==> src/rtl/stp_pkg.sv <==
`timescale 1ns / 1ps

package stp_pkg;

  // Character codes
  localparam logic [7:0] CH_NUL   = 8'h00;
  localparam logic [7:0] CH_TAB   = 8'h09;
  localparam logic [7:0] CH_LF    = 8'h0A;
  localparam logic [7:0] CH_SPACE = 8'h20;
  localparam logic [7:0] CH_PLUS  = 8'h2B;
  localparam logic [7:0] CH_MINUS = 8'h2D;
  localparam logic [7:0] CH_ZERO  = 8'h30;
  localparam logic [7:0] CH_NINE  = 8'h39;
  localparam logic [7:0] CH_UA    = 8'h41;
  localparam logic [7:0] CH_UF    = 8'h46;
  localparam logic [7:0] CH_UX    = 8'h58;
  localparam logic [7:0] CH_LA    = 8'h61;
  localparam logic [7:0] CH_LF_HEX = 8'h66;
  localparam logic [7:0] CH_LX    = 8'h78;

  // Bases
  localparam logic [4:0] BASE_OCT = 5'd8;
  localparam logic [4:0] BASE_DEC = 5'd10;
  localparam logic [4:0] BASE_HEX = 5'd16;
  localparam logic [4:0] BASE_AUTO = 5'd0;

  // Digit value that no base accepts
  localparam logic [5:0] DIGIT_NONE = 6'd32;

  // Offset width is tied to the stop_offset field
  localparam int OFFSET_WIDTH = 16;

  typedef enum logic [2:0] {
    PH_IDLE   = 3'd0,
    PH_SPACE  = 3'd1,
    PH_SIGNED = 3'd2,
    PH_ZERO   = 3'd3,
    PH_XSEEN  = 3'd4,
    PH_DIGITS = 3'd5,
    PH_DONE   = 3'd6
  } stp_phase_t;

  typedef struct packed {
    logic [7:0] ch;
    logic       first;
  } stp_in_t;

  typedef struct packed {
    logic signed [63:0]        value;
    logic [OFFSET_WIDTH-1:0]   stop_offset;
  } stp_out_t;

  // Parser control state (accumulator travels separately, its width varies)
  typedef struct packed {
    stp_phase_t              phase;
    logic                    minus_seen;
    logic [4:0]              working_base;
    logic [OFFSET_WIDTH-1:0] char_count;
    logic [OFFSET_WIDTH-1:0] prefix_end;
  } stp_ctrl_t;

  // Digit value of a character, DIGIT_NONE if not a hex digit
  function automatic logic [5:0] digit_of(input logic [7:0] c);
    logic [5:0] d;
    d = DIGIT_NONE;
    if (c >= CH_ZERO && c <= CH_NINE) begin
      d = 6'(c - CH_ZERO);
    end else if (c >= CH_LA && c <= CH_LF_HEX) begin
      d = 6'(c - CH_LA) + 6'd10;
    end else if (c >= CH_UA && c <= CH_UF) begin
      d = 6'(c - CH_UA) + 6'd10;
    end
    return d;
  endfunction

endpackage

==> src/rtl/stp_step.sv <==
`timescale 1ns / 1ps

// Next-state and result logic for one character word
module stp_step
  import stp_pkg::*;
#(
  parameter int VALUE_WIDTH = 64
) (
  input  stp_in_t                word_in,
  input  logic [4:0]             requested_base,
  input  stp_ctrl_t              ctrl_cur,
  input  logic [VALUE_WIDTH-1:0] acc_cur,
  output stp_ctrl_t              ctrl_nxt,
  output logic [VALUE_WIDTH-1:0] acc_nxt,
  output logic                   emit,
  output stp_out_t               result
);

  localparam logic [OFFSET_WIDTH-1:0] OFFSET_MAX = '1;

  stp_ctrl_t              ctrl_eff;
  logic [VALUE_WIDTH-1:0] acc_eff;
  logic [5:0]             digit;
  logic [4:0]             base_lead;
  logic [VALUE_WIDTH-1:0] prod;
  logic [VALUE_WIDTH-1:0] mag;
  logic [VALUE_WIDTH-1:0] signed_mag;
  logic [OFFSET_WIDTH-1:0] emit_offset;
  logic                   is_ws;
  logic                   is_x;
  logic                   lead_char;
  logic                   zero_lead;
  logic                   lead_ok;
  logic                   digit_ok;

  // A first-flagged word restarts the parse
  always_comb begin
    ctrl_eff = ctrl_cur;
    acc_eff  = acc_cur;
    if (word_in.first) begin
      ctrl_eff.phase        = PH_SPACE;
      ctrl_eff.minus_seen   = 1'b0;
      ctrl_eff.working_base = requested_base;
      ctrl_eff.char_count   = '0;
      ctrl_eff.prefix_end   = '0;
      acc_eff               = '0;
    end
  end

  assign digit = digit_of(word_in.ch);
  assign is_ws = (word_in.ch == CH_SPACE) || (word_in.ch == CH_TAB) ||
                 (word_in.ch == CH_LF);
  assign is_x  = (word_in.ch == CH_LX) || (word_in.ch == CH_UX);

  // First significant character after blanks or sign
  assign lead_char = (ctrl_eff.phase == PH_SIGNED) ||
                     (ctrl_eff.phase == PH_SPACE && !is_ws &&
                      word_in.ch != CH_MINUS && word_in.ch != CH_PLUS);
  // A leading '0' may open a 0x prefix
  assign zero_lead = (word_in.ch == CH_ZERO) &&
                     (ctrl_eff.working_base == BASE_AUTO ||
                      ctrl_eff.working_base == BASE_HEX);
  assign lead_ok   = digit < {1'b0, base_lead};
  assign digit_ok  = digit < {1'b0, ctrl_eff.working_base};

  // Accumulator times a 5-bit base, shift-and-add, wraps to VALUE_WIDTH
  always_comb begin
    prod = '0;
    for (int i = 0; i < 5; i++) begin
      if (ctrl_eff.working_base[i]) begin
        prod = prod + (acc_eff << i);
      end
    end
  end

  // Base used for the first digit after sign or leading zero
  always_comb begin
    base_lead = ctrl_eff.working_base;
    if (ctrl_eff.working_base == BASE_AUTO) begin
      base_lead = (ctrl_eff.phase == PH_ZERO) ? BASE_OCT : BASE_DEC;
    end
  end

  // Result of the current word: stop flag, magnitude and offset
  always_comb begin
    emit        = 1'b0;
    mag         = '0;
    emit_offset = '0;
    unique case (ctrl_eff.phase) inside
      PH_SPACE, PH_SIGNED: begin
        emit = lead_char && !zero_lead && !lead_ok;
      end
      PH_ZERO: begin
        emit        = !is_x && !lead_ok;
        emit_offset = ctrl_eff.char_count;
      end
      PH_XSEEN: begin
        emit        = (digit >= {1'b0, BASE_HEX});
        emit_offset = ctrl_eff.prefix_end;
      end
      PH_DIGITS: begin
        emit        = !digit_ok;
        mag         = acc_eff;
        emit_offset = ctrl_eff.char_count;
      end
      default: begin
        emit = 1'b0;
      end
    endcase
  end

  // Phase transitions
  always_comb begin
    ctrl_nxt = ctrl_eff;
    acc_nxt  = acc_eff;

    unique case (ctrl_eff.phase) inside
      PH_SPACE, PH_SIGNED: begin
        if (lead_char) begin
          if (zero_lead) begin
            acc_nxt        = '0;
            ctrl_nxt.phase = PH_ZERO;
          end else begin
            ctrl_nxt.working_base = base_lead;
            if (lead_ok) begin
              acc_nxt        = VALUE_WIDTH'(digit);
              ctrl_nxt.phase = PH_DIGITS;
            end
          end
        end else if (word_in.ch == CH_MINUS) begin
          ctrl_nxt.minus_seen = 1'b1;
          ctrl_nxt.phase      = PH_SIGNED;
        end else if (word_in.ch == CH_PLUS) begin
          ctrl_nxt.phase = PH_SIGNED;
        end
      end
      PH_ZERO: begin
        if (is_x) begin
          ctrl_nxt.working_base = BASE_HEX;
          ctrl_nxt.prefix_end   = ctrl_eff.char_count;
          ctrl_nxt.phase        = PH_XSEEN;
        end else begin
          ctrl_nxt.working_base = base_lead;
          if (lead_ok) begin
            acc_nxt        = VALUE_WIDTH'(digit);
            ctrl_nxt.phase = PH_DIGITS;
          end
        end
      end
      PH_XSEEN: begin
        if (digit < {1'b0, BASE_HEX}) begin
          acc_nxt        = VALUE_WIDTH'(digit);
          ctrl_nxt.phase = PH_DIGITS;
        end
      end
      PH_DIGITS: begin
        if (digit_ok) begin
          acc_nxt = prod + VALUE_WIDTH'(digit);
        end
      end
      default: begin
        ctrl_nxt.phase = ctrl_eff.phase;
      end
    endcase

    if (emit) begin
      ctrl_nxt.phase = PH_DONE;
    end

    // Position counter advances on every parsed word, saturating
    if (ctrl_eff.phase != PH_IDLE && ctrl_eff.phase != PH_DONE &&
        ctrl_eff.char_count != OFFSET_MAX) begin
      ctrl_nxt.char_count = ctrl_eff.char_count + 1'b1;
    end
  end

  // Signed result, sign-extended to the port width
  assign signed_mag         = ctrl_eff.minus_seen ? (~mag + 1'b1) : mag;
  assign result.value       = 64'($signed(signed_mag));
  assign result.stop_offset = emit_offset;

endmodule

==> src/rtl/string_to_integer_parser.sv <==
`timescale 1ns / 1ps

// String-to-integer parser with automatic base detection.
// Input channel: one character word per handshake (in_data.ch, in_data.first),
// accepted when in_valid is high and in_stall is low. in_data.first marks the
// first character of a new string; a NUL or any non-digit ends the number.
// Output channel: one word per string (out_data.value, out_data.stop_offset),
// taken when out_valid is high and out_stall is low.
// Configuration: cfg_we writes cfg_wdata as the base (0 = auto-detect); it is
// sampled when a string starts. Reset value is 10.
// Throughput: one character per cycle while in_stall is low. Each word is
// registered at the input, then parsed in one pass (one accumulator times
// 5-bit base add); out_valid rises once the stopping word has been parsed.
// Stall: a pending result holds in the output register; the input register
// keeps taking words until a word waits behind the stalled result, at which
// point in_stall rises.
// Reset (rst_n low, synchronous) empties both registers, returns the parser
// to idle and the base register to 10.
module string_to_integer_parser
  import stp_pkg::*;
#(
  parameter int VALUE_WIDTH = 64
) (
  input  logic       clk,
  input  logic       rst_n,
  input  logic       in_valid,
  output logic       in_stall,
  input  stp_in_t    in_data,
  output logic       out_valid,
  input  logic       out_stall,
  output stp_out_t   out_data,
  input  logic       cfg_we,
  input  logic [4:0] cfg_wdata
);

  logic                   in_valid_r, in_valid_nxt;
  stp_in_t                in_word_r;
  logic                   out_valid_r, out_valid_nxt;
  stp_out_t               out_word_r;
  logic [4:0]             base_r;
  stp_ctrl_t              ctrl_r, ctrl_nxt;
  logic [VALUE_WIDTH-1:0] acc_r, acc_nxt;
  logic                   emit;
  stp_out_t               result;
  logic                   advance;
  logic                   in_take;

  // Parse the registered word when the output slot is free
  assign advance   = in_valid_r && (!out_valid_r || !out_stall);
  assign in_stall  = in_valid_r && !advance;
  assign in_take   = in_valid && !in_stall;
  assign out_valid = out_valid_r;
  assign out_data  = out_word_r;

  stp_step #(
    .VALUE_WIDTH(VALUE_WIDTH)
  ) u_step (
    .word_in       (in_word_r),
    .requested_base(base_r),
    .ctrl_cur      (ctrl_r),
    .acc_cur       (acc_r),
    .ctrl_nxt      (ctrl_nxt),
    .acc_nxt       (acc_nxt),
    .emit          (emit),
    .result        (result)
  );

  // Valid flags
  always_comb begin
    in_valid_nxt = in_valid_r;
    if (in_take) begin
      in_valid_nxt = 1'b1;
    end else if (advance) begin
      in_valid_nxt = 1'b0;
    end
    out_valid_nxt = out_valid_r;
    if (advance && emit) begin
      out_valid_nxt = 1'b1;
    end else if (out_valid_r && !out_stall) begin
      out_valid_nxt = 1'b0;
    end
  end

  // Control registers
  always_ff @(posedge clk) begin
    if (!rst_n) begin
      in_valid_r          <= 1'b0;
      out_valid_r         <= 1'b0;
      base_r              <= BASE_DEC;
      ctrl_r.phase        <= PH_IDLE;
      ctrl_r.minus_seen   <= 1'b0;
      ctrl_r.working_base <= '0;
      ctrl_r.char_count   <= '0;
      ctrl_r.prefix_end   <= '0;
      acc_r               <= '0;
    end else begin
      in_valid_r  <= in_valid_nxt;
      out_valid_r <= out_valid_nxt;
      if (cfg_we) begin
        base_r <= cfg_wdata;
      end
      if (advance) begin
        ctrl_r <= ctrl_nxt;
        acc_r  <= acc_nxt;
      end
    end
  end

  // Payload registers
  always_ff @(posedge clk) begin
    if (in_take) begin
      in_word_r <= in_data;
    end
    if (advance && emit) begin
      out_word_r <= result;
    end
  end

endmodule
==> config.mk <==
export PLATFORM = sky130hd
export DESIGN_NAME = string_to_integer_parser
export DESIGN_NICKNAME = d
export VERILOG_FILES = /design/src/rtl/stp_pkg.sv /design/src/rtl/stp_step.sv /design/src/rtl/string_to_integer_parser.sv
export SDC_FILE = /design/constraint.sdc
export NUM_CORES = 1
export LEC_CHECK = 0
export ABC_AREA = 1
export BUFFER_PORTS_ARGS = -buffer_cell sky130_fd_sc_hd__clkbuf_2
export CORE_AREA = 2 2 361 363
export CTS_CLUSTER_DIAMETER = 80
export CTS_CLUSTER_SIZE = 30
export DETAILED_ROUTE_END_ITERATION = 8
export DIE_AREA = 0 0 363 365
export PLACE_DENSITY = 0.37
export SLEW_MARGIN = 15
export SYNTH_ARGS = -nofsm -noshare
export SYNTH_HDL_FRONTEND = slang
export SYNTH_SLANG_ARGS = --single-unit
==> constraint.sdc <==
create_clock -name clk -period 15.6 [get_ports clk]
set_clock_uncertainty 0.1 [all_clocks]
set_input_delay 2.34 -clock clk [delete_from_list [all_inputs] [get_ports clk]]
set_output_delay 2.34 -clock clk [all_outputs]
set_load 0.01 [all_outputs]
## Yosys cells after proc, flatten, opt, wreduce, memory -nomap -nowiden

Index checks and enable logic that the tools add are counted.

- Flip-flop bits (word level): 201
- Logic and storage cells: 138

- Add/subtract/negate cells: 12
- Magnitude comparators: 10
- Equal/unequal tests: 18
- Muxes and demuxes: 46
- Bitwise gates (word level): 1
- Reduce and logical (&&, ||, !) cells: 38

Operators by type and width:

| operator | count |
|---|---|
| $mux 64 | 14 |
| $add 64x64->64 | 4 |
| $pmux 64 s4 | 1 |
| $add 64x1->64 const B | 1 |
| $add 64x6->64 | 1 |
| $not 64->64 | 1 |
| $mux 16 | 3 |
| $mux 41 | 1 |
| $eq 8x6->1 const B | 4 |
| $pmux 16 s2 | 1 |
| $mux 3 | 8 |
| $mux 5 | 4 |
| $mux 6 | 3 |
| $logic_and 1x1->1 | 17 |
| $add 16x1->16 const B | 1 |
| $eq 8x4->1 const B | 2 |
| $eq 8x7->1 const B | 2 |
| $ge 8x7->1 const B | 2 |
| $le 8x7->1 const B | 2 |
| $ne 16x16->1 const B | 1 |
| $ne 8x6->1 const B | 2 |
| $add 6x4->6 const B | 2 |
| $lt 6x5->1 | 2 |
| $sub 6x6->6 const B | 2 |
| other kinds (21) | 44 |

## Depth between registers and ports, before layout

- Depth in word-level cells: 13
- Mapped depth: 81
- Depth with buffers taken out: 78

## By module

From an unflattened synthesis, not the netlist that was laid out.

- Cells, all modules: 6910
- Area total of the unflattened synthesis: 38169.1 µm²

Modules (own cells, without submodules):

| module | instances | cells an instance | area an instance (µm²) | seq. area each (µm²) |
|---|---|---|---|---|
| stp_step | 1 | 6095 | 30511.8 | 0.0 |
| string_to_integer_parser | 1 | 815 | 7657.3 | 4914.7 |

## Worst setup path before layout

OpenSTA, ideal clock, no wires.

- Kind: reg2reg
- Start point: register in_word_r[0] in the netlist's numbering
- End point: register acc_r[63]
- Library setup time: 0.132 ns
- Arrival time: 9.265 ns
- Required time: 15.368 ns
- Setup slack: 6.102 ns
- Cell stages (with the launch flop): 70
- Path buffers: 10
- Cells stage by stage: edfxtp_1 > inv_2 > buf_8 > buf_8 > buf_6 > or2_1 > o21ai_2 > inv_2 > buf_6 > buf_2 > clkbuf_1 > buf_2 > buf_2 > buf_1 > clkbuf_1 > nand3_1 > o21ai_0 > ha_1 > [... 34 more ...] > a21oi_1 > o21a_1 > inv_1 > a21oi_1 > nand2_1 > or2_2 > nand3_1 > nand2_1 > nand3_1 > nor2_1 > nand3_1 > nor2_1 > nand2_1 > nand3_1 > nand2_1 > nand2_1 > nand2_1 > a21oi_1

- Word-level cells in the longest chain between the ends: 13

Ends and longest elaborated chain:

| what | line | text |
|---|---|---|
| from (decl) | string_to_integer_parser.sv:37 | `stp_in_t in_word_r;` |
| from (signal assigned) | string_to_integer_parser.sv:112 | `in_word_r <= in_data;` |
| $mux 64 / $mux 41 (equally long branches) | stp_step.sv:40 | `if (word_in.first) begin` |
| $mux 64 | stp_step.sv:70 | `if (ctrl_eff.working_base[i]) begin` |
| $add 64x64->64 | stp_step.sv:71 | `prod = prod + (acc_eff << i);` |
| $mux 64 | stp_step.sv:70 |  |
| $add 64x64->64 | stp_step.sv:71 |  |
| $mux 64 | stp_step.sv:70 |  |
| $add 64x64->64 | stp_step.sv:71 |  |
| $mux 64 | stp_step.sv:70 |  |
| $add 64x64->64 | stp_step.sv:71 |  |
| $mux 64 | stp_step.sv:70 |  |
| $add 64x6->64 | stp_step.sv:158 | `acc_nxt = prod + VALUE_WIDTH'(digit);` |
| $mux 64 | stp_step.sv:157 | `if (digit_ok) begin` |
| $pmux 64 s4 (*) | stp_step.sv:117 | `unique case (ctrl_eff.phase) inside` |
| to (signal assigned) | string_to_integer_parser.sv:104 | `acc_r <= acc_nxt;` |
| to (decl) | string_to_integer_parser.sv:42 | `logic [VALUE_WIDTH-1:0] acc_r, acc_nxt;` |

Mark *: on every way between the ends. The rest lies on a longest branch, timed or not.
A chain may end at the register's enable or synchronous reset.

## Worst setup path in the final report

- Start point: register in_word_r[0] in the netlist's numbering
- End point: register acc_r[52]

Same word-level chain as after synthesis.

==> results.md <==
* Run status: complete, no violations
* Setup Fix Bufs, Post-CTS at 0
* Total Routed Length at 169000 µm
* Max-Slew Margin vs Limit at 12.0%
* CTS Hold Buffers Added at 0
* Port Buffer Count at 100
* Grt ovf at 0
* WP buf/inv at 10
* Via-to-Cell Ratio at 5.16
* Crit end category: register
* Synthesis-stage register bit count at 201
* Routed wire length per instance at 22.7 µm
* CTS tree: yes
* Worst hold stages at 2
* Sequential area share after synthesis at 14.8%
* Cell area after synthesis at 33200 µm²
* # resized after CTS at 0
* Syn Inst Count at 5743
* Via count at 38.4k
* CTS buffer count at 15
* DRC violations left at 0
* Min Tclk post-route at 13040 ps
* Chip width at 363 µm
* Critical path depth at 67
* Hpwl dp at 140000 µm
* Chip Height at 365 µm
* Kind of critical path: reg -> reg
* Max-cap violations at 0
* Initial core utilization at 25.8%
* Commonest non-fill, non-tap cells in the layout: nand2_1 (1409), inv_1 (819), nor2_1 (657)
* Post-route setup TNS at 0 ps
* Pwr/cell area at 59.0 nW/µm²
* Top_reg_cell synth: dfxtp_1
* Yosys warnings at 0
* H-tree depth at 1
* Clk root buf: clkbuf_16
* Post-layout util at 28.0%
* Skew-Pair Late Insertion Delay at 560 ps
* Slowest library cell on the worst path: o21ai_0
* Final hold vios at 0
* # clock sinks at 201
* Number of synthesized flops with an enable pin at 89
* Final setup vio count at 0
* Startpoint Class: register
* I/O pin count at 101
* Slowest stage delay, CP at 1030 ps
* Maximum VDD drop at 0.0000552 V
* Asr flop ratio synth at 0%
* First-pass GRT wire length at 243000 µm
* DRT iter0 DRCs at 3618
* Least-Margin Pin Slew at 1310 ps
* Total iterations of the first detailed-routing run at 7
* Final slew viol count at 0
* ANT nets after route at 0
* Most common cell after layout, fill and taps aside: nand2_1
* Gpl congestion at 1.01
* CTS clk-pin slew, worst paths at 130 ps
* Cell family with most CP delay: simple AND/OR/NAND/NOR gates
* Layout cells sized above 1 at 7.13%
* Post-synth net total at 6014
* Pin count of the biggest net entering global routing at 73
* Mean Syn Cell Area at 5.77 µm²
* Initial antenna violation count at 4
* Cell Rows at 132
* Crit share post-route at 83.6%
* Nets at 6024
* Max FO, Critical Path at 47
* Most common cell on crit path: nand2_1
* Crit path DAT at 13400 ps
* Core ar. at 129000 µm²
* F_max at 76.7 MHz
* Distinct cells, synth at 71
* Leakage Power at 17.6 nW
* Layout overhead on the synthesized area at 8.78%
* Tot Pwr at 2.13 mW
* Hold crit path type: reg -> reg
* Die area at 132000 µm²
* CTS Buffer Depth at 3
* Worst EP required at 15960 ps
* Cells on worst reg2reg path at 67
* GRT Total Usage at 24.6%
* RSZ-0062 raised after global routing: no
* Vias in the first global route at 36.2k
==> where the power goes <==
group / internal (mW) / switching [mW] / leakage [nW] / total, mW
combinational: 0.274 / 0.760 / 15.7 / 1.03
sequential: 0.580 / 0.0172 / 1.67 / 0.597
clock: 0.221 / 0.277 / 0.283 / 0.497
==> per-layer routing <==
layer  vias to the layer above  GRT usage [%]  routed length, µm
met5                         -              0                 13
met4                         2           6.01               4250
met3                       120           1.88               9400
met2                      1162           37.0              69300
met1                     18100           37.4              85600
li1                      19000              -                  -
==> metrics by stage <==
step / std cells / instance area [µm²] / worst slack, ps / hold slack (ps)
floorplan: 5743 / 33200 / 6100 / 321
global placement: 7411 / 35400 / 2590 / 348
detailed placement: 7411 / 35400 / 2660 / 352
CTS: 7437 / 36100 / 2610 / 370
global route: 7437 / 36100 / 1840 / 385
finish: 7438 / 36100 / 2560 / 367
==> cells in the mapped netlist (all sizes together) (18+ instances only) <==
cell / number / area share (%)
o221ai: 18 / 0.48
nor3: 90 / 1.4
nor2: 702 / 8.4
clkbuf: 80 / 0.91
nor4: 30 / 0.57
xnor2: 81 / 2.1
nand4: 54 / 1.1
xor2: 150 / 4.0
nand3b: 22 / 0.55
o21bai: 19 / 0.43
o21a: 18 / 0.41
ha: 248 / 9.4
o22ai: 34 / 0.64
a211oi: 23 / 0.52
buf: 70 / 1.2
o21ai: 362 / 5.7
nand2: 1461 / 17
inv: 855 / 9.7
and2: 25 / 0.47
a31oi: 96 / 1.8
dfxtp: 112 / 6.8
or2: 49 / 0.93
nand3: 456 / 7.3
o211ai: 26 / 0.59
edfxtp: 89 / 8.1
a21oi: 496 / 7.6
==> worst min-delay path: stages (launching register included) <==
cell,delay (ps)
dfxtp_1,320
inv_1,60
a211oi_1,60
==> area by class of cell <==
cell class	count	area (µm²)
Clock inverter	10	238
Sequential cell	201	4920
Tap cell	1675	2100
Clock buffer	16	379
Multi-Input combinational cell	4535	24400
Timing Repair Buffer	144	831
Antenna cell	1	2.50
Fill cell	14900	92600
Inverter	856	3220
==> final timing paths <==
| path | from | to | slack [ps] |
|---|---|---|---|
| setup / recovery | in_word_r[0] | acc_r[52] | 2560 |
| hold / removal | ctrl_r[5] | ctrl_r[5] | 370 |
| setup reg to reg | in_word_r[0] | acc_r[52] | 2560 |
| hold reg to reg | ctrl_r[5] | ctrl_r[5] | 370 |
==> sequential cells by signal, summed over array words and instances (netlist names) <==
signal	flops
ctrl_r	41
out_data	80
out_valid	1
in_valid_r	1
in_word_r	9
base_r	5
acc_r	64
==> logic make-up (layout without fill, tap and decap cells) <==
group / Yosys count / in the layout / synth area share, %
simple gates: 2897 / 2897 / 37.9
compound gates: 1154 / 1154 / 19.7
buf+inv: 1007 / 1026 / 11.8
fa+ha+maj: 252 / 252 / 9.60
xor+xnor: 231 / 231 / 6.10
flops: 201 / 201 / 14.8
mux: 1 / 1 / 0.0302
other cells: 0 / 1 / 0
Note: power is estimated with default switching activity, not from simulation.
